`src/hw/rtl/wstd_pkg.sv`:
```
// Package for the work-stealing task dispatcher: parameter defaults, field widths,
// operation and result codes, and the command and status bundles shared by controller and datapath.
// No dependencies.
package wstd_pkg;

   localparam int MAX_WORKERS_DEF = 4;
   localparam int QUEUE_DEPTH_DEF = 16;
   localparam int SPILL_DEPTH_DEF = 16;

   localparam int TAG_W     = 16;
   localparam int MODE_W    = 2;
   localparam int WORKER_W  = 2;
   localparam int STATUS_W  = 3;
   localparam int PENDING_W = 8;
   localparam int NUMW_W    = 3;
   localparam int REQ_DATA_W = 24;
   localparam int RSP_DATA_W = 32;

   localparam logic [NUMW_W-1:0]    NUMW_RESET  = 3'd4;
   localparam logic [PENDING_W-1:0] PENDING_MAX = 8'd255;

   typedef enum logic [MODE_W-1:0] {
      MODE_SUBMIT = 2'd0,
      MODE_FETCH  = 2'd1,
      MODE_DONE   = 2'd2
   } mode_type;

   typedef enum logic [STATUS_W-1:0] {
      STAT_QUEUED_WORKER   = 3'd0,
      STAT_QUEUED_OVERFLOW = 3'd1,
      STAT_REJECTED        = 3'd2,
      STAT_OWN             = 3'd3,
      STAT_STOLEN          = 3'd4,
      STAT_OVERFLOW        = 3'd5,
      STAT_NONE            = 3'd6,
      STAT_COMPLETED       = 3'd7
   } status_type;

   typedef enum logic {
      FSM_IDLE = 1'b0,
      FSM_RESP = 1'b1
   } fsm_type;

   typedef struct packed {
      logic accept;
      logic load;
   } cmd_type;

   typedef struct packed {
      logic req_valid;
      logic rsp_hold;
   } sts_type;

endpackage

```
`src/hw/rtl/wstd_ctrl.sv`:
```
// Controller state machine of the work-stealing task dispatcher.
// It sequences accept and result load; depends on wstd_pkg.
module wstd_ctrl (
   input  logic              clock,
   input  logic              reset,
   input  wstd_pkg::sts_type sts,
   output wstd_pkg::cmd_type cmd,
   output logic              req_tready
);

   wstd_pkg::fsm_type state_ff;
   wstd_pkg::fsm_type state_in;

   always_ff @(posedge clock) begin
      if (reset) begin
         state_ff <= wstd_pkg::FSM_IDLE;
      end else begin
         state_ff <= state_in;
      end
   end

   always_comb begin
      state_in   = state_ff;
      cmd        = '0;
      req_tready = 1'b0;
      case (state_ff)
         wstd_pkg::FSM_IDLE: begin
            req_tready = 1'b1;
            if (sts.req_valid) begin
               cmd.accept = 1'b1;
               state_in   = wstd_pkg::FSM_RESP;
            end
         end
         wstd_pkg::FSM_RESP: begin
            if (!sts.rsp_hold) begin
               cmd.load = 1'b1;
               state_in = wstd_pkg::FSM_IDLE;
            end
         end
         default: begin
            state_in = wstd_pkg::FSM_IDLE;
         end
      endcase
   end

endmodule

```
`src/hw/rtl/wstd_datapath.sv`:
```
// Datapath of the work-stealing task dispatcher: deque and overflow memories, pointers,
// counters, the victim priority encoder and the result register; depends on wstd_pkg.
module wstd_datapath #(
   parameter int MAX_WORKERS = wstd_pkg::MAX_WORKERS_DEF,
   parameter int QUEUE_DEPTH = wstd_pkg::QUEUE_DEPTH_DEF,
   parameter int SPILL_DEPTH = wstd_pkg::SPILL_DEPTH_DEF
) (
   input  logic                             clock,
   input  logic                             reset,
   input  wstd_pkg::cmd_type                cmd,
   output wstd_pkg::sts_type                sts,
   input  logic                             csr_wr_en,
   input  logic [wstd_pkg::NUMW_W-1:0]      csr_wr_data,
   input  logic                             req_tvalid,
   input  logic [wstd_pkg::MODE_W-1:0]      req_mode,
   input  logic [wstd_pkg::WORKER_W-1:0]    req_worker,
   input  logic [wstd_pkg::TAG_W-1:0]       req_tag,
   output logic                             rsp_tvalid,
   input  logic                             rsp_tready,
   output logic [wstd_pkg::STATUS_W-1:0]    rsp_status,
   output logic [wstd_pkg::TAG_W-1:0]       rsp_tag,
   output logic [wstd_pkg::WORKER_W-1:0]    rsp_who,
   output logic [wstd_pkg::PENDING_W-1:0]   rsp_pending
);

   localparam int IDX_W  = $clog2(MAX_WORKERS);
   localparam int NW_W   = $clog2(MAX_WORKERS + 1);
   localparam int SPAN   = 2 * QUEUE_DEPTH;
   localparam int PTR_W  = $clog2(SPAN);
   localparam int SLOT_W = $clog2(QUEUE_DEPTH);
   localparam int DQ_N   = MAX_WORKERS * QUEUE_DEPTH;
   localparam int DQA_W  = $clog2(DQ_N);
   localparam int SIW    = (SPILL_DEPTH > 1) ? $clog2(SPILL_DEPTH) : 1;
   localparam int SCW    = $clog2(SPILL_DEPTH + 1);

   function automatic logic [PTR_W-1:0] ptr_inc(input logic [PTR_W-1:0] p);
      ptr_inc = (32'(p) == SPAN - 1) ? '0 : PTR_W'(32'(p) + 1);
   endfunction

   function automatic logic [PTR_W-1:0] ptr_dec(input logic [PTR_W-1:0] p);
      ptr_dec = (p == '0) ? PTR_W'(SPAN - 1) : PTR_W'(32'(p) - 1);
   endfunction

   function automatic logic [DQA_W-1:0] dq_addr_of(input logic [IDX_W-1:0] w,
                                                  input logic [PTR_W-1:0] p);
      logic [SLOT_W-1:0] slot;
      slot = (32'(p) >= QUEUE_DEPTH) ? SLOT_W'(32'(p) - QUEUE_DEPTH) : SLOT_W'(p);
      dq_addr_of = DQA_W'(DQA_W'(w) * DQA_W'(QUEUE_DEPTH)) + DQA_W'(slot);
   endfunction

   logic [wstd_pkg::TAG_W-1:0] dq_mem [DQ_N];
   logic [wstd_pkg::TAG_W-1:0] sp_mem [SPILL_DEPTH];

   logic [PTR_W-1:0]               top_ff    [MAX_WORKERS];
   logic [PTR_W-1:0]               bottom_ff [MAX_WORKERS];
   logic [SIW-1:0]                 sp_head_ff;
   logic [SCW-1:0]                 sp_count_ff;
   logic [IDX_W-1:0]               rr_ff;
   logic [wstd_pkg::PENDING_W-1:0] pending_ff;
   logic [wstd_pkg::NUMW_W-1:0]    numw_ff;

   logic [wstd_pkg::STATUS_W-1:0]  stat_ff;
   logic [wstd_pkg::WORKER_W-1:0]  who_ff;
   logic [wstd_pkg::TAG_W-1:0]     dq_rd_ff;
   logic [wstd_pkg::TAG_W-1:0]     sp_rd_ff;

   logic                           rsp_valid_ff;
   logic [wstd_pkg::STATUS_W-1:0]  rsp_status_ff;
   logic [wstd_pkg::TAG_W-1:0]     rsp_tag_ff;
   logic [wstd_pkg::WORKER_W-1:0]  rsp_who_ff;
   logic [wstd_pkg::PENDING_W-1:0] rsp_pending_ff;

   logic [NW_W-1:0]          nw;
   logic [MAX_WORKERS-1:0]   empty;
   logic [MAX_WORKERS-1:0]   full;
   logic [MAX_WORKERS-1:0]   cand;
   logic                     steal_hit;
   logic [IDX_W-1:0]         victim;
   logic [IDX_W-1:0]         target;
   logic [NW_W-1:0]          target_nx;
   logic [IDX_W-1:0]         rr_in;
   logic                     own_ok;
   logic [IDX_W-1:0]         own_idx;
   logic [SCW:0]             sp_sum;
   logic [SIW-1:0]           sp_tail;
   logic [SIW-1:0]           sp_head_nx;

   wstd_pkg::status_type          stat_c;
   logic [wstd_pkg::WORKER_W-1:0] who_c;
   logic                          dq_we;
   logic [DQA_W-1:0]              dq_addr;
   logic                          sp_push;
   logic                          sp_pop;
   logic                          bot_inc;
   logic                          bot_dec;
   logic                          top_inc;
   logic [IDX_W-1:0]              ptr_sel;
   logic                          pend_inc;
   logic                          pend_dec;
   logic                          rr_upd;

   always_comb begin
      if (numw_ff == '0) begin
         nw = NW_W'(1);
      end else if (32'(numw_ff) > MAX_WORKERS) begin
         nw = NW_W'(MAX_WORKERS);
      end else begin
         nw = NW_W'(numw_ff);
      end
   end

   always_comb begin
      logic [PTR_W:0] lvl;
      for (int w = 0; w < MAX_WORKERS; w++) begin
         lvl = {1'b0, bottom_ff[w]} - {1'b0, top_ff[w]};
         if (bottom_ff[w] < top_ff[w]) begin
            lvl = lvl + (PTR_W + 1)'(SPAN);
         end
         empty[w] = (bottom_ff[w] == top_ff[w]);
         full[w]  = (32'(lvl) == QUEUE_DEPTH);
         cand[w]  = (w < 32'(nw)) && (w != 32'(req_worker)) && !empty[w];
      end
   end

   always_comb begin
      steal_hit = 1'b0;
      victim    = '0;
      for (int v = MAX_WORKERS - 1; v >= 0; v--) begin
         if (cand[v]) begin
            steal_hit = 1'b1;
            victim    = IDX_W'(v);
         end
      end
   end

   assign target     = (32'(rr_ff) < 32'(nw)) ? rr_ff : '0;
   assign target_nx  = NW_W'(target) + NW_W'(1);
   assign rr_in      = (target_nx >= nw) ? '0 : IDX_W'(target_nx);
   assign own_idx    = IDX_W'(32'(req_worker));
   assign own_ok     = (32'(req_worker) < MAX_WORKERS) && !empty[own_idx];
   assign sp_sum     = (SCW + 1)'(sp_head_ff) + (SCW + 1)'(sp_count_ff);
   assign sp_tail    = (32'(sp_sum) >= SPILL_DEPTH) ? SIW'(32'(sp_sum) - SPILL_DEPTH)
                                                    : SIW'(sp_sum);
   assign sp_head_nx = (32'(sp_head_ff) == SPILL_DEPTH - 1) ? '0
                                                            : SIW'(32'(sp_head_ff) + 1);

   always_comb begin
      stat_c   = wstd_pkg::STAT_NONE;
      who_c    = '0;
      dq_we    = 1'b0;
      dq_addr  = '0;
      sp_push  = 1'b0;
      sp_pop   = 1'b0;
      bot_inc  = 1'b0;
      bot_dec  = 1'b0;
      top_inc  = 1'b0;
      ptr_sel  = '0;
      pend_inc = 1'b0;
      pend_dec = 1'b0;
      rr_upd   = 1'b0;
      case (req_mode)
         wstd_pkg::MODE_SUBMIT: begin
            rr_upd  = 1'b1;
            ptr_sel = target;
            who_c   = wstd_pkg::WORKER_W'(target);
            dq_addr = dq_addr_of(target, bottom_ff[target]);
            if (!full[target]) begin
               stat_c   = wstd_pkg::STAT_QUEUED_WORKER;
               dq_we    = 1'b1;
               bot_inc  = 1'b1;
               pend_inc = 1'b1;
            end else if (32'(sp_count_ff) < SPILL_DEPTH) begin
               stat_c   = wstd_pkg::STAT_QUEUED_OVERFLOW;
               sp_push  = 1'b1;
               pend_inc = 1'b1;
            end else begin
               stat_c = wstd_pkg::STAT_REJECTED;
            end
         end
         wstd_pkg::MODE_FETCH: begin
            if (own_ok) begin
               stat_c  = wstd_pkg::STAT_OWN;
               who_c   = req_worker;
               ptr_sel = own_idx;
               bot_dec = 1'b1;
               dq_addr = dq_addr_of(own_idx, ptr_dec(bottom_ff[own_idx]));
            end else if (steal_hit) begin
               stat_c  = wstd_pkg::STAT_STOLEN;
               who_c   = wstd_pkg::WORKER_W'(victim);
               ptr_sel = victim;
               top_inc = 1'b1;
               dq_addr = dq_addr_of(victim, top_ff[victim]);
            end else if (sp_count_ff != '0) begin
               stat_c = wstd_pkg::STAT_OVERFLOW;
               sp_pop = 1'b1;
            end
         end
         wstd_pkg::MODE_DONE: begin
            stat_c   = wstd_pkg::STAT_COMPLETED;
            pend_dec = 1'b1;
         end
         default: begin
            stat_c = wstd_pkg::STAT_NONE;
         end
      endcase
   end

   always_ff @(posedge clock) begin
      if (cmd.accept && dq_we) begin
         dq_mem[dq_addr] <= req_tag;
      end
      if (cmd.accept) begin
         dq_rd_ff <= dq_mem[dq_addr];
      end
   end

   always_ff @(posedge clock) begin
      if (cmd.accept && sp_push) begin
         sp_mem[sp_tail] <= req_tag;
      end
      if (cmd.accept) begin
         sp_rd_ff <= sp_mem[sp_head_ff];
      end
   end

   always_ff @(posedge clock) begin
      if (reset) begin
         for (int w = 0; w < MAX_WORKERS; w++) begin
            top_ff[w]    <= '0;
            bottom_ff[w] <= '0;
         end
         sp_head_ff  <= '0;
         sp_count_ff <= '0;
         rr_ff       <= '0;
         pending_ff  <= '0;
         numw_ff     <= wstd_pkg::NUMW_RESET;
      end else begin
         if (csr_wr_en) begin
            numw_ff <= csr_wr_data;
         end
         if (cmd.accept) begin
            for (int w = 0; w < MAX_WORKERS; w++) begin
               if (32'(ptr_sel) == w) begin
                  if (bot_inc) begin
                     bottom_ff[w] <= ptr_inc(bottom_ff[w]);
                  end
                  if (bot_dec) begin
                     bottom_ff[w] <= ptr_dec(bottom_ff[w]);
                  end
                  if (top_inc) begin
                     top_ff[w] <= ptr_inc(top_ff[w]);
                  end
               end
            end
            if (rr_upd) begin
               rr_ff <= rr_in;
            end
            if (sp_push) begin
               sp_count_ff <= sp_count_ff + SCW'(1);
            end
            if (sp_pop) begin
               sp_count_ff <= sp_count_ff - SCW'(1);
               sp_head_ff  <= sp_head_nx;
            end
            if (pend_inc && pending_ff != wstd_pkg::PENDING_MAX) begin
               pending_ff <= pending_ff + 8'd1;
            end
            if (pend_dec && pending_ff != '0) begin
               pending_ff <= pending_ff - 8'd1;
            end
         end
      end
   end

   always_ff @(posedge clock) begin
      if (cmd.accept) begin
         stat_ff <= stat_c;
         who_ff  <= who_c;
      end
   end

   always_ff @(posedge clock) begin
      if (reset) begin
         rsp_valid_ff <= 1'b0;
      end else if (cmd.load) begin
         rsp_valid_ff <= 1'b1;
      end else if (rsp_tready) begin
         rsp_valid_ff <= 1'b0;
      end
   end

   always_ff @(posedge clock) begin
      if (cmd.load) begin
         rsp_status_ff  <= stat_ff;
         rsp_who_ff     <= who_ff;
         rsp_pending_ff <= pending_ff;
         case (wstd_pkg::status_type'(stat_ff))
            wstd_pkg::STAT_OWN,
            wstd_pkg::STAT_STOLEN:   rsp_tag_ff <= dq_rd_ff;
            wstd_pkg::STAT_OVERFLOW: rsp_tag_ff <= sp_rd_ff;
            default:                 rsp_tag_ff <= '0;
         endcase
      end
   end

   assign sts.req_valid = req_tvalid;
   assign sts.rsp_hold  = rsp_valid_ff && !rsp_tready;
   assign rsp_tvalid    = rsp_valid_ff;
   assign rsp_status    = rsp_status_ff;
   assign rsp_tag       = rsp_tag_ff;
   assign rsp_who       = rsp_who_ff;
   assign rsp_pending   = rsp_pending_ff;

endmodule

```
`src/hw/rtl/work_stealing_task_dispatcher_top.sv`:
```
// Work-stealing task dispatcher.
// The req channel takes one item per operation: tuser carries the mode (submit, fetch,
// completed), tdata the worker index and the task tag. The rsp channel returns exactly
// one item per request: tuser carries the status, tdata the handed-out tag, the deque
// index and the pending count after the item. The csr port sets the number of worker
// deques in use with a single write strobe; write it only while the block is idle.
// An item is handled in order: at the accepting edge the decision is made, pointers and
// counters update and the deque and overflow memories are written or read; then, once
// the result register can take it, the registered read data is loaded into it.
// A new item is accepted only after the result of the previous one has been loaded.
// The result register decouples the sides: a request is accepted while an earlier
// result still waits, and the block stalls only when the second result cannot be loaded.
// Reset (synchronous, active high) empties all deques and the overflow queue, clears the
// round-robin pointer and the pending count and sets the worker count to four.
// Depends on wstd_pkg, wstd_ctrl and wstd_datapath.
module work_stealing_task_dispatcher_top #(
   parameter int MAX_WORKERS = wstd_pkg::MAX_WORKERS_DEF,
   parameter int QUEUE_DEPTH = wstd_pkg::QUEUE_DEPTH_DEF,
   parameter int SPILL_DEPTH = wstd_pkg::SPILL_DEPTH_DEF
) (
   input  logic                              clock,
   input  logic                              reset,
   input  logic                              csr_wr_en,
   input  logic [wstd_pkg::NUMW_W-1:0]       csr_wr_data,
   input  logic                              req_tvalid,
   output logic                              req_tready,
   // Bits 1:0 worker, 17:2 task_tag, 23:18 zero.
   input  logic [wstd_pkg::REQ_DATA_W-1:0]   req_tdata,
   // Bits 1:0 mode.
   input  logic [wstd_pkg::MODE_W-1:0]       req_tuser,
   output logic                              rsp_tvalid,
   input  logic                              rsp_tready,
   // Bits 15:0 out_tag, 17:16 which_worker, 25:18 pending, 31:26 zero.
   output logic [wstd_pkg::RSP_DATA_W-1:0]   rsp_tdata,
   // Bits 2:0 status.
   output logic [wstd_pkg::STATUS_W-1:0]     rsp_tuser
);

   wstd_pkg::cmd_type              cmd;
   wstd_pkg::sts_type              sts;
   logic [wstd_pkg::TAG_W-1:0]     rsp_tag;
   logic [wstd_pkg::WORKER_W-1:0]  rsp_who;
   logic [wstd_pkg::PENDING_W-1:0] rsp_pending;

   wstd_ctrl u_ctrl (
      .clock      (clock),
      .reset      (reset),
      .sts        (sts),
      .cmd        (cmd),
      .req_tready (req_tready)
   );

   wstd_datapath #(
      .MAX_WORKERS (MAX_WORKERS),
      .QUEUE_DEPTH (QUEUE_DEPTH),
      .SPILL_DEPTH (SPILL_DEPTH)
   ) u_datapath (
      .clock       (clock),
      .reset       (reset),
      .cmd         (cmd),
      .sts         (sts),
      .csr_wr_en   (csr_wr_en),
      .csr_wr_data (csr_wr_data),
      .req_tvalid  (req_tvalid),
      .req_mode    (req_tuser),
      .req_worker  (req_tdata[1:0]),
      .req_tag     (req_tdata[17:2]),
      .rsp_tvalid  (rsp_tvalid),
      .rsp_tready  (rsp_tready),
      .rsp_status  (rsp_tuser),
      .rsp_tag     (rsp_tag),
      .rsp_who     (rsp_who),
      .rsp_pending (rsp_pending)
   );

   assign rsp_tdata = {6'd0, rsp_pending, rsp_who, rsp_tag};

endmodule
```
`config.mk`:
```
export PLATFORM = sky130hd
export DESIGN_NAME = work_stealing_task_dispatcher_top
export DESIGN_NICKNAME = d
export VERILOG_FILES = /design/src/hw/rtl/wstd_pkg.sv /design/src/hw/rtl/wstd_ctrl.sv /design/src/hw/rtl/wstd_datapath.sv /design/src/hw/rtl/work_stealing_task_dispatcher_top.sv
export SDC_FILE = /design/constraint.sdc
export NUM_CORES = 1
export LEC_CHECK = 0
export ABC_AREA = 1
export CORE_MARGIN = 5
export CORE_UTILIZATION = 50
export CTS_BUF_LIST = sky130_fd_sc_hd__clkbuf_2
export DETAILED_ROUTE_END_ITERATION = 7
export DONT_BUFFER_PORTS = 1
export SYNTH_ARGS = -nofsm -noshare
export SYNTH_HDL_FRONTEND = slang
export SYNTH_SLANG_ARGS = --single-unit
export TNS_END_PERCENT = 30
```
`constraint.sdc`:
```
create_clock -name clock -period 5.8 [get_ports clock]
set_input_delay 0 -clock clock [delete_from_list [all_inputs] [get_ports clock]]
set_output_delay 0 -clock clock [all_outputs]
set_load 0.01 [all_outputs]
```
; Word-level counts from Yosys, hierarchy flattened
; Memories as Yosys holds them, arrays and structs flattened. A register that Yosys moved wholly into a read port is not among the register bits.
; Cells that the tools add are included.
[word_totals]
reg_bits = 58
latch_bits = 0
mem_bits_rw = 1320
romBits = 0
input_bits = 34
out_inout_bits = 37
elab_cells = 300
mem_count = 4
[classes]
addsub = 35
mul = 0
n_div = 0
magnitude_cmp = 18
n_eq_ne = 29
n_shift = 0
n_mux = 151
n_bitwise = 13
n_reduce_logical = 37
[mem_list]
columns = name, depth, width, rd, rd_ports_with_merged_regs, write_ports, line
row1 = u_datapath.dq_mem, 64, 16, 1, 1, 1, wstd_datapath.sv:51  ; logic [wstd_pkg::TAG_W-1:0] dq_mem [DQ_N];
row2 = u_datapath.sp_mem, 16, 16, 1, 1, 1, wstd_datapath.sv:52  ; logic [wstd_pkg::TAG_W-1:0] sp_mem [SPILL_DEPTH];
row3 = u_datapath.bottom_ff, 4, 5, 6, 0, 4, wstd_datapath.sv:55  ; logic [PTR_W-1:0] bottom_ff [MAX_WORKERS];
row4 = u_datapath.top_ff, 4, 5, 5, 0, 4, wstd_datapath.sv:54  ; logic [PTR_W-1:0] top_ff [MAX_WORKERS];
[ops]
columns = operator, n
row1 = 2-to-1 mux 5 bit, 27
row2 = 2-to-1 mux 1 bit, 89
row3 = adder 5 x 1 -> 5 bit (second input constant), 9
row4 = == test 5 bit (second input constant), 8
row5 = 2-to-1 mux 6 bit, 6
row6 = case mux 16 bit (2 select lines), 1
row7 = subtractor 5 x 1 -> 5 bit (second input constant), 6
row8 = logical NOT 5 bit, 5
row9 = adder 6 bit (second input constant), 4
row10 = == test 6 x 5 -> 1 bit (second input constant), 4
row11 = subtractor 5 x 5 -> 6 bit, 4
row12 = == test 5 bit, 4
row13 = less-than comparator 5 bit, 4
row14 = 2-to-1 mux 2 bit, 10
row15 = 2-to-1 mux 4 bit, 5
row16 = adder 6 x 4 -> 6 bit, 3
row17 = 2-to-1 mux 8 bit, 2
row18 = subtractor 4 x 1 -> 4 bit (second input constant), 4
row19 = >= comparator 5 bit (second input constant), 3
row20 = 2-to-1 mux 3 bit, 5
row21 = logical AND 1 bit, 13
row22 = bitwise OR 1 bit, 12
row23 = case mux 6 bit (2 select lines), 1
row24 = case mux 3 bit (3 select lines), 1
row25 = 33 further kinds, 53

; Depth between registers and ports, before layout
; Gate-level depths: netlist (run 1).
[depth]
ltp_word = 20
mapped_depth = 28
ltp_nobuf = 26

; Cells and area by module
; Synthesis (run 1) repeated with hierarchy kept, for this count alone.
[hier_totals]
cells_unflattened = 5837
hier_area_um2 = 60820.8
[by_module_without_submodules]
columns = mod, instances, cells_each, area_per_inst_um2, seq_area_each_um2
row1 = wstd_datapath, 1, 5819, 60712.0, 42080.4
row2 = wstd_ctrl, 1, 11, 60.1, 20.0
row3 = work_stealing_task_dispatcher_top, 1, 7, 48.8, 0.0

; Worst setup path before layout (run 1)
; No wires, ideal clock.
[synth_path]
kind = register -> register
start = register u_ctrl.state_ff
end = memory u_datapath.dq_mem[56][0] (netlist bit), enable pin
setup_time_ps = 388
arrival_ps = 4091
t_required_ps = 5412
slack_ps = 1320
stages_incl_launch_ff = 10
n_path_buf = 0
period_less_slack_ps = 4480
cell_sequence = dfxtp_1 -> nor2_1 -> inv_1 -> nor2_1 -> inv_1 -> nor2_2 -> nand2_1 -> inv_1 -> nand2_1 -> nor2_1
[synth_lines]
columns = item, line
row1 = start: declaration, wstd_ctrl.sv:11  ; wstd_pkg::fsm_type state_ff;
row2 = start signal: assignment, wstd_ctrl.sv:16  ; state_ff <= wstd_pkg::FSM_IDLE;
row3 = start signal: assignment, wstd_ctrl.sv:18  ; state_ff <= state_in;
row4 = end: declaration, wstd_datapath.sv:51

==> results of run 1 <==
-- worst max-delay path, stage by stage (launching register included) --
cell,delay (ps)
edfxtp_1,520
ha_1,390
nand2_1,60
nor2_1,80
nand2_1,80
nand2_1,70
o21ai_1,60
dlygate4sd3_1,580
nor2_2,260
nand2_2,210
o221ai_4,280
inv_2,70
nor2_2,100
dlygate4sd3_1,610
nand2_1,110
nor2_1,130
dlygate4sd3_1,660
nand2_1,70
nand2_1,50
dlygate4sd3_1,530
-- how the worst min path moves through the flow --
stage	startpoint	to	slack, ps	cells after the start
floorplan	req_tdata[2]	u_datapath.dq_mem[0][0]	100	0
global placement	reset	u_datapath.rsp_tvalid	70	1
detailed placement	reset	u_datapath.rr_ff[1]	80	1
CTS	csr_wr_data[1]	u_datapath.numw_ff[1]	10	5
global route	req_tdata[9]	u_datapath.sp_mem[7][7]	70	4
finish	csr_wr_data[1]	u_datapath.numw_ff[1]	270	5
-- layout make-up --
type                       count  area [um^2]  area share
clock buffer                 538         2690      0.0393
clock inverter                70          325     0.00474
antenna                        8         20.0    0.000292
timing repair buffer         270         3120      0.0454
tap                         1637         2050      0.0299
inverter                     168          641     0.00934
sequential                  1410        42100       0.614
multi-input combinational   4001        17600       0.257
-- per-stage QoR --
stage          setup slack [ps]  hold slack, ps  utilization  cells  area, um^2
4_1_cts                     264            12.7        0.556   8092       68500
2_1_floorplan              1320            98.9            -   5901       61800
3_3_place_gp               1210            71.9        0.516   7352       63600
3_5_place_dp               1240            75.5        0.516   7352       63600
6_report                    717             268        0.556   8102       68600
5_1_grt                     377            68.6        0.556   8102       68600
-- repair_timing --
item,4_1_cts,5_1_grt
buffers inserted,0,3
resized for setup,0,1
hold buffers,132,0
hold endpoints to repair,2751,0
endpoints found under the setup margin,0,35
-- state kept, by name, summed over array words and instances, names as in the netlist, 3 cells and up --
name / cells
u_datapath.bottom_ff: 20
u_datapath.dq_mem: 1024
u_datapath.dq_rd_ff: 16
u_datapath.numw_ff: 3
u_datapath.pending_ff: 8
u_datapath.rsp_pending: 8
u_datapath.rsp_status: 3
u_datapath.rsp_tag: 16
u_datapath.sp_count_ff: 5
u_datapath.sp_head_ff: 4
u_datapath.sp_mem: 256
u_datapath.sp_rd_ff: 16
u_datapath.stat_ff: 3
u_datapath.top_ff: 20
-- power groups by stage --
stage                     registers, mW  clock network, mW  logic, mW
final                              11.3               6.45       2.44
after global routing               11.3               7.23       2.69
after CTS                          11.3               6.65       2.43
after detailed placement           11.5                  0       2.10
after global placement             11.5                  0       2.10
after floorplan                    11.5                  0       1.42
-- kinds of logic (layout without fill, tap and decap cells) --
kind of cell	after synthesis	after routing
compound gates	301	301
xor+xnor	32	32
fa+ha+maj	61	61
buf+inv	490	1046
flops	1410	1410
mux	27	27
other cells	1	14
simple gates	3574	3574
-- layout by cell type (no fill, tap or decap), drive strengths merged, types with 9 or more instances in the layout --
cell         count
nand2         2590
edfxtp        1386
nand3          573
clkbuf         538
nor2           381
inv            172
buf            171
o21ai          124
dlygate4sd3     99
clkinv          64
ha              58
a21oi           47
o32ai           37
o221ai          29
mux2i           27
o22ai           25
dfxtp           24
xor2            18
o211ai          16
xnor2           14
a31oi            9
-- routing by layer --
metal / up-vias / GRT usage
met2: 1728 / 0.401
met5: - / 0
met4: 2 / 0.0971
met3: 326 / 0.0489
li1: 20823 / -
met1: 21065 / 0.363
==> results.py, run 1 <==
metrics = {
    "timing": {
        "hold_viol": 0,
        "clock_skew_ps": 167,
        "tightestPinTransition_ps": 1110,
        "rsz0062_at_grt": "no",
        "setup_tns_ps": 0,
        "timing.fmax_mhz": 197,
        "setup_viol": 0,
        "drv_slew": 0,
        "post-route-min-period_ps": 5080,
        "max_slew_margin": 0.256,
        "period_share": 0.876,
    },
    "run": {
        "maxCapViolCount": 0,
    },
    "place": {
        "hpwl_um": 91100,
        "finalWeightedCongestion": 0.858,
        "io_buffers": 0,
    },
    "worst_setup_path": {
        "required_ps": 7200,
        "path_max_fanout": 7,
        "crit_path_end": "u_datapath.bottom_ff[3][0]",
        "r2r_cells": 19,
        "critPathKind": "register to register",
        "startpoint": "u_datapath.bottom_ff[0][2]",
        "crit-reg2reg-launch": "u_datapath.bottom_ff[0][2]",
        "cp.arrival_ps": 6480,
        "worst_setup_path_end_kind": "register",
        "r2r-end": "u_datapath.bottom_ff[3][0]",
        "worstSetupStartpointType": "register",
        "r2r_slack_ps": 720,
    },
    "synthesis": {
        "synth_area_leader_cell": "edfxtp_1",
        "synth_enable_flop_cells": 1386,
        "async_flop_share": 0,
        "synth.top_cells.by_area": "edfxtp_1 (67%), nand2_1 (16%), nand3_1 (4.6%), nor2_1 (2.2%), buf_2 (1.3%)",
        "synthTopCellsByCount": "nand2_1 (2,581), edfxtp_1 (1,386), nand3_1 (572)",
        "synth.most_common_cell": "nand2_1",
        "syn_area_um2": 61800,
        "synth_xor_area_frac": 0.00453,
        "yosysSeqAreaShare": 0.681,
        "synth_compound_area_frac": 0.0309,
        "synth_top_cell_area_share": 0.673,
        "synth_cell_type_count": 50,
        "synth_top_family_by_area": "simple AND/OR/NAND/NOR gates",
        "synth_flop_cell": "edfxtp_1",
        "synthMuxAreaShare": 0.00437,
        "synth_adder_area_share": 0.0127,
        "ys_ff_latch": 1410,
        "netlist_instances": 5896,
        "synthSimpleGateAreaFrac": 0.231,
        "ys_warn_count": 0,
        "synth_area_per_cell_um2": 10.5,
    },
    "routing": {
        "top_layer": "met5",
        "wl_met3_um": 12800,
        "drtIter0Drc": 4558,
        "ant_nets": 0,
        "drc": 0,
        "first_pass_iters": 6,
        "wl_per_cell_um": 21.1,
        "wl_met2_um": 78900,
        "vias_per_cell": 5.42,
        "vias": 43944,
        "m1WireLength_um": 73600,
        "routed_wl_um": 171000,
    },
    "grt": {
        "grt_use_total": 0.257,
        "grt_pass1_wl_um": 258000,
        "grt-ovfl-total": 0,
        "grt_pass1_vias": 42006,
        "antenna_found_initial": 6,
        "grt_max_degree": 163,
    },
    "final_layout": {
        "fill_cells": 10847,
        "areaGrowthSynthToFinish_pct": 10.9,
        "final_nets": 6320,
        "drive_gt1_frac": 0.120,
    },
    "die": {
        "fp.dieH_um": 362,
        "num_rows": 129,
        "dieArea_um2": 131000,
        "io_pins": 71,
        "initial_core_util": 0.501,
        "die_x_um": 362,
        "core_area_um2": 123000,
    },
    "power": {
        "seq_power_share": 0.560,
        "switching_share": 0.285,
        "p_comb_frac": 0.121,
        "power.leakage_nw": 27.9,
        "p_per_area_nw_per_um2": 295,
        "power_frac_clock": 0.319,
        "cellInternalPower_mw": 14.5,
        "power_mw": 20.2,
        "ir_drop_v": 0.000204,
        "p_sw_mw": 5.76,
    },
    "cts": {
        "cts_made_buffers": 374,
        "cts_tree": "yes",
        "cts_sinks": 1410,
        "clkTransAtPathRegs_ps": 90,
        "clock_latency_ps": 1690,
        "htreeDepth": 5,
        "clock-root-buffer": "clkbuf_2",
        "clockBufferDepth": 4,
    },
    "status": {
        "status": "completed",
    },
    "min_path": {
        "hold_path_class": "primary input to register",
    },
}
Power figures use the tool's default switching activity.
==> run 2, diff against run 1 <==
ABC_AREA = not set   (was 1)
==> run 2 against run 1 <==
The flow now finishes with violations (capacitance limit, slew limit). Worst hold slack worse by 20 ps. Combinational power is 16% lower. Sequential power hardly changed. Fmax is 10% lower. Via count is 23% lower. Critical path type unchanged. Highest routed layer unchanged.
==> results.py, run 2 <==
metrics = {
    "power": {
        "p_per_area_nw_per_um2": 299,
        "cellInternalPower_mw": 14.3,
        "power_frac_clock": 0.314,
        "power_mw": 19.5,
        "ir_drop_v": 0.000170,
        "p_sw_mw": 5.15,
        "switching_share": 0.264,
        "p_comb_frac": 0.105,
        "seq_power_share": 0.581,
        "power.leakage_nw": 21.9,
    },
    "cts": {
        "cts_sinks": 1410,
        "cts_made_buffers": 360,
        "cts_tree": "yes",
        "clkTransAtPathRegs_ps": 110,
        "clockBufferDepth": 4,
        "clock-root-buffer": "clkbuf_2",
        "htreeDepth": 5,
        "post-cts-setup-buffers": 0,
        "clock_latency_ps": 1610,
    },
    "synthesis": {
        "ys_warn_count": 0,
        "syn_area_um2": 57400,
        "synth_flop_cell": "edfxtp_1",
        "synth_enable_flop_cells": 1386,
        "synth.top_cells.by_area": "edfxtp_1 (72%), mux4_2 (7.6%), mux2i_1 (2.5%), nand2_1 (1.3%), ha_1 (1.3%)",
        "synth_area_leader_cell": "edfxtp_1",
        "synth_top_cell_area_share": 0.725,
        "ys_ff_latch": 1410,
        "async_flop_share": 0,
        "synthTopCellsByCount": "edfxtp_1 (1,386), nand2_1 (202), mux4_2 (195)",
        "netlist_instances": 3289,
        "synth_cell_type_count": 89,
        "synth_area_per_cell_um2": 17.5,
        "synth.most_common_cell": "edfxtp_1",
        "yosysSeqAreaShare": 0.733,
    },
    "final_layout": {
        "drive_gt1_frac": 0.256,
        "final_nets": 3918,
        "finalInstanceArea_um2": 65100,
        "final_common_cell": "edfxtp_1",
        "largest_reg_flops": 1024,
        "regMostFlops": "u_datapath.dq_mem",
        "fill_cells": 8944,
        "reg_top3": "u_datapath.dq_mem: 1024 flops, u_datapath.sp_mem: 256 flops",
        "areaGrowthSynthToFinish_pct": 13.4,
        "finalNonFillerCells": 5552,
        "final_cell_mix": "edfxtp_1 (1,386), clkbuf_2 (493), nand2_1 (202), mux4_2 (195), buf_4 (195)",
    },
    "grt": {
        "grt_pass1_vias": 33956,
        "grt_pass1_wl_um": 225000,
        "antenna_found_initial": 12,
        "grt_max_degree": 81,
        "grt_use_total": 0.253,
        "grt-ovfl-total": 0,
    },
    "timing": {
        "rsz0062_at_grt": "no",
        "period_share": 0.976,
        "post-route-min-period_ps": 5660,
        "tightestPinTransition_ps": 1500,
        "clock_skew_ps": 138,
        "hold_viol": 0,
        "timing.fmax_mhz": 177,
        "setup_viol": 0,
        "hold_slack_ps": 248,
        "drv_slew": 1,
        "max_slew_margin": -0.00473,
        "setup_tns_ps": 0,
    },
    "routing": {
        "drc": 0,
        "ant_nets": 0,
        "vias": 33699,
        "top_layer": "met5",
        "routed_wl_um": 155000,
        "m1WireLength_um": 64300,
        "vias_per_cell": 6.07,
        "wl_per_cell_um": 27.9,
        "wl_met2_um": 71400,
        "first_pass_iters": 8,
        "wl_met3_um": 14300,
        "drtIter0Drc": 3717,
    },
    "worst_setup_path": {
        "worstSetupStartpointType": "register",
        "cp.arrival_ps": 6900,
        "critPathKind": "register to register",
        "r2r_slack_ps": 140,
        "slowest_delay_ps": 880,
        "worst_setup_path_end_kind": "register",
        "crit_path_cell_trace": "inv_1 > nand2_1 > ha_1 > o21bai_1 > o21bai_2 > nand2_1 > inv_1 > a21oi_1 > or3_4 > buf_4 > nor3_1 > a22oi_1 > a31oi_1 > nor3_1 > o21ai_0",
        "required_ps": 7040,
        "r2r_cells": 15,
        "crit-reg2reg-launch": "u_datapath.numw_ff[2]",
        "path_max_fanout": 25,
        "critPathSlowestCell": "nor3_1",
        "r2r-end": "u_datapath.dq_rd_ff[15]",
    },
    "min_path": {
        "hp-start": "req_tdata[14]",
        "hold_path_class": "primary input to register",
        "min_to": "u_datapath.dq_mem[26][12]",
        "min_path_cells": 4,
    },
    "place": {
        "dp_cells": 4843,
        "hpwl_um": 94100,
        "finalWeightedCongestion": 0.893,
        "dpl_cell_area_um2": 60400,
        "io_buffers": 0,
    },
    "die": {
        "io_pins": 71,
        "fp.dieH_um": 349,
        "die_x_um": 349,
        "core_area_um2": 114000,
        "num_rows": 124,
        "initial_core_util": 0.503,
        "dieArea_um2": 122000,
    },
    "status": {
        "failed_checks": "capacitance limit, slew limit",
        "status": "finished with violations",
    },
    "run": {
        "maxCapViolCount": 1,
    },
}
## run 2: changes by cell type in the layout (fill, tap and decap cells not counted), moves of 72 or more
| cell | change |
|---|---|
| mux4_2 | +195 |
| mux2i_1 | +118 |
| a22oi_1 | +79 |
| nand3_1 | -530 |
| a21oi_1 | +83 |
| nand2_1 | -2377 |
| nor2_1 | -181 |
| buf_4 | +72 |
| inv_1 | -96 |
## run 2: worst max-delay path by stage
stage,start,to,slack [ps],cells past startpoint
after floorplan,u_datapath.bottom_ff[0][0],u_datapath.dq_mem[0][0],1310,14
after global placement,u_datapath.numw_ff[2],u_datapath.dq_rd_ff[15],420,17
after detailed placement,u_datapath.numw_ff[2],u_datapath.dq_rd_ff[15],340,17
after CTS,u_datapath.bottom_ff[2][3],u_datapath.sp_count_ff[0],190,14
after global routing,u_datapath.numw_ff[2],u_datapath.dq_rd_ff[8],60,15
final,u_datapath.numw_ff[2],u_datapath.dq_rd_ff[15],140,15
## run 2: cells by family after synthesis
group           count (synthesis)  synth area share
compound gates                584            0.0727
xor+xnor                       46           0.00701
fa+ha+maj                      62            0.0139
buf+inv                       238            0.0199
flops                        1410             0.733
mux                           365             0.107
other cells                     1         0.0000653
simple gates                  583            0.0468
## run 2: per-layer routing
metal,vias up,track usage
met3,240,0.0617
met5,-,0
li1,14571,-
met4,4,0.0949
met1,17200,0.361
met2,1684,0.382
## run 2: stage by stage
step	util	worst slack (ps)
3_5_place_dp	0.529	345
3_3_place_gp	0.529	425
2_1_floorplan	-	1310
4_1_cts	0.570	192
5_1_grt	0.570	62.4
6_report	0.570	138
## run 2: worst max-delay path, delay by kind of cell (launching register included)
family | cells | cell delay (ps)
compound gates | 6 | 2030
simple gates | 5 | 2000
buf+inv | 3 | 650
flops | 1 | 450
fa+ha+maj | 1 | 240
## run 2: cell type report
type / count / area [um^2] / share of cell area
flip-flops and latches: 1410 / 42100 / 0.647
multi-input cells: 1646 / 14300 / 0.220
repair buffers: 345 / 3750 / 0.0576
clock buffers: 493 / 2470 / 0.0379
well taps: 1512 / 1890 / 0.0290
clock inverters: 82 / 377 / 0.00578
inverters: 60 / 225 / 0.00346
diodes: 4 / 10.0 / 0.000154
## run 2: repair_timing
item                                   in CTS  in global routing
hold buffers                              130                  0
gates resized for setup                     0                  1
setup endpoints to repair                   0                  1
endpoints found under the hold margin    2751                  0
## run 2: power by group through the flow
stage	sequential [mW]	combinational [mW]	clock, mW
floorplan	11.5	1.06	0
global placement	11.6	1.69	0
detailed placement	11.6	1.71	0
CTS	11.3	2.02	6.31
global route	11.3	2.14	6.87
finish	11.3	2.04	6.12
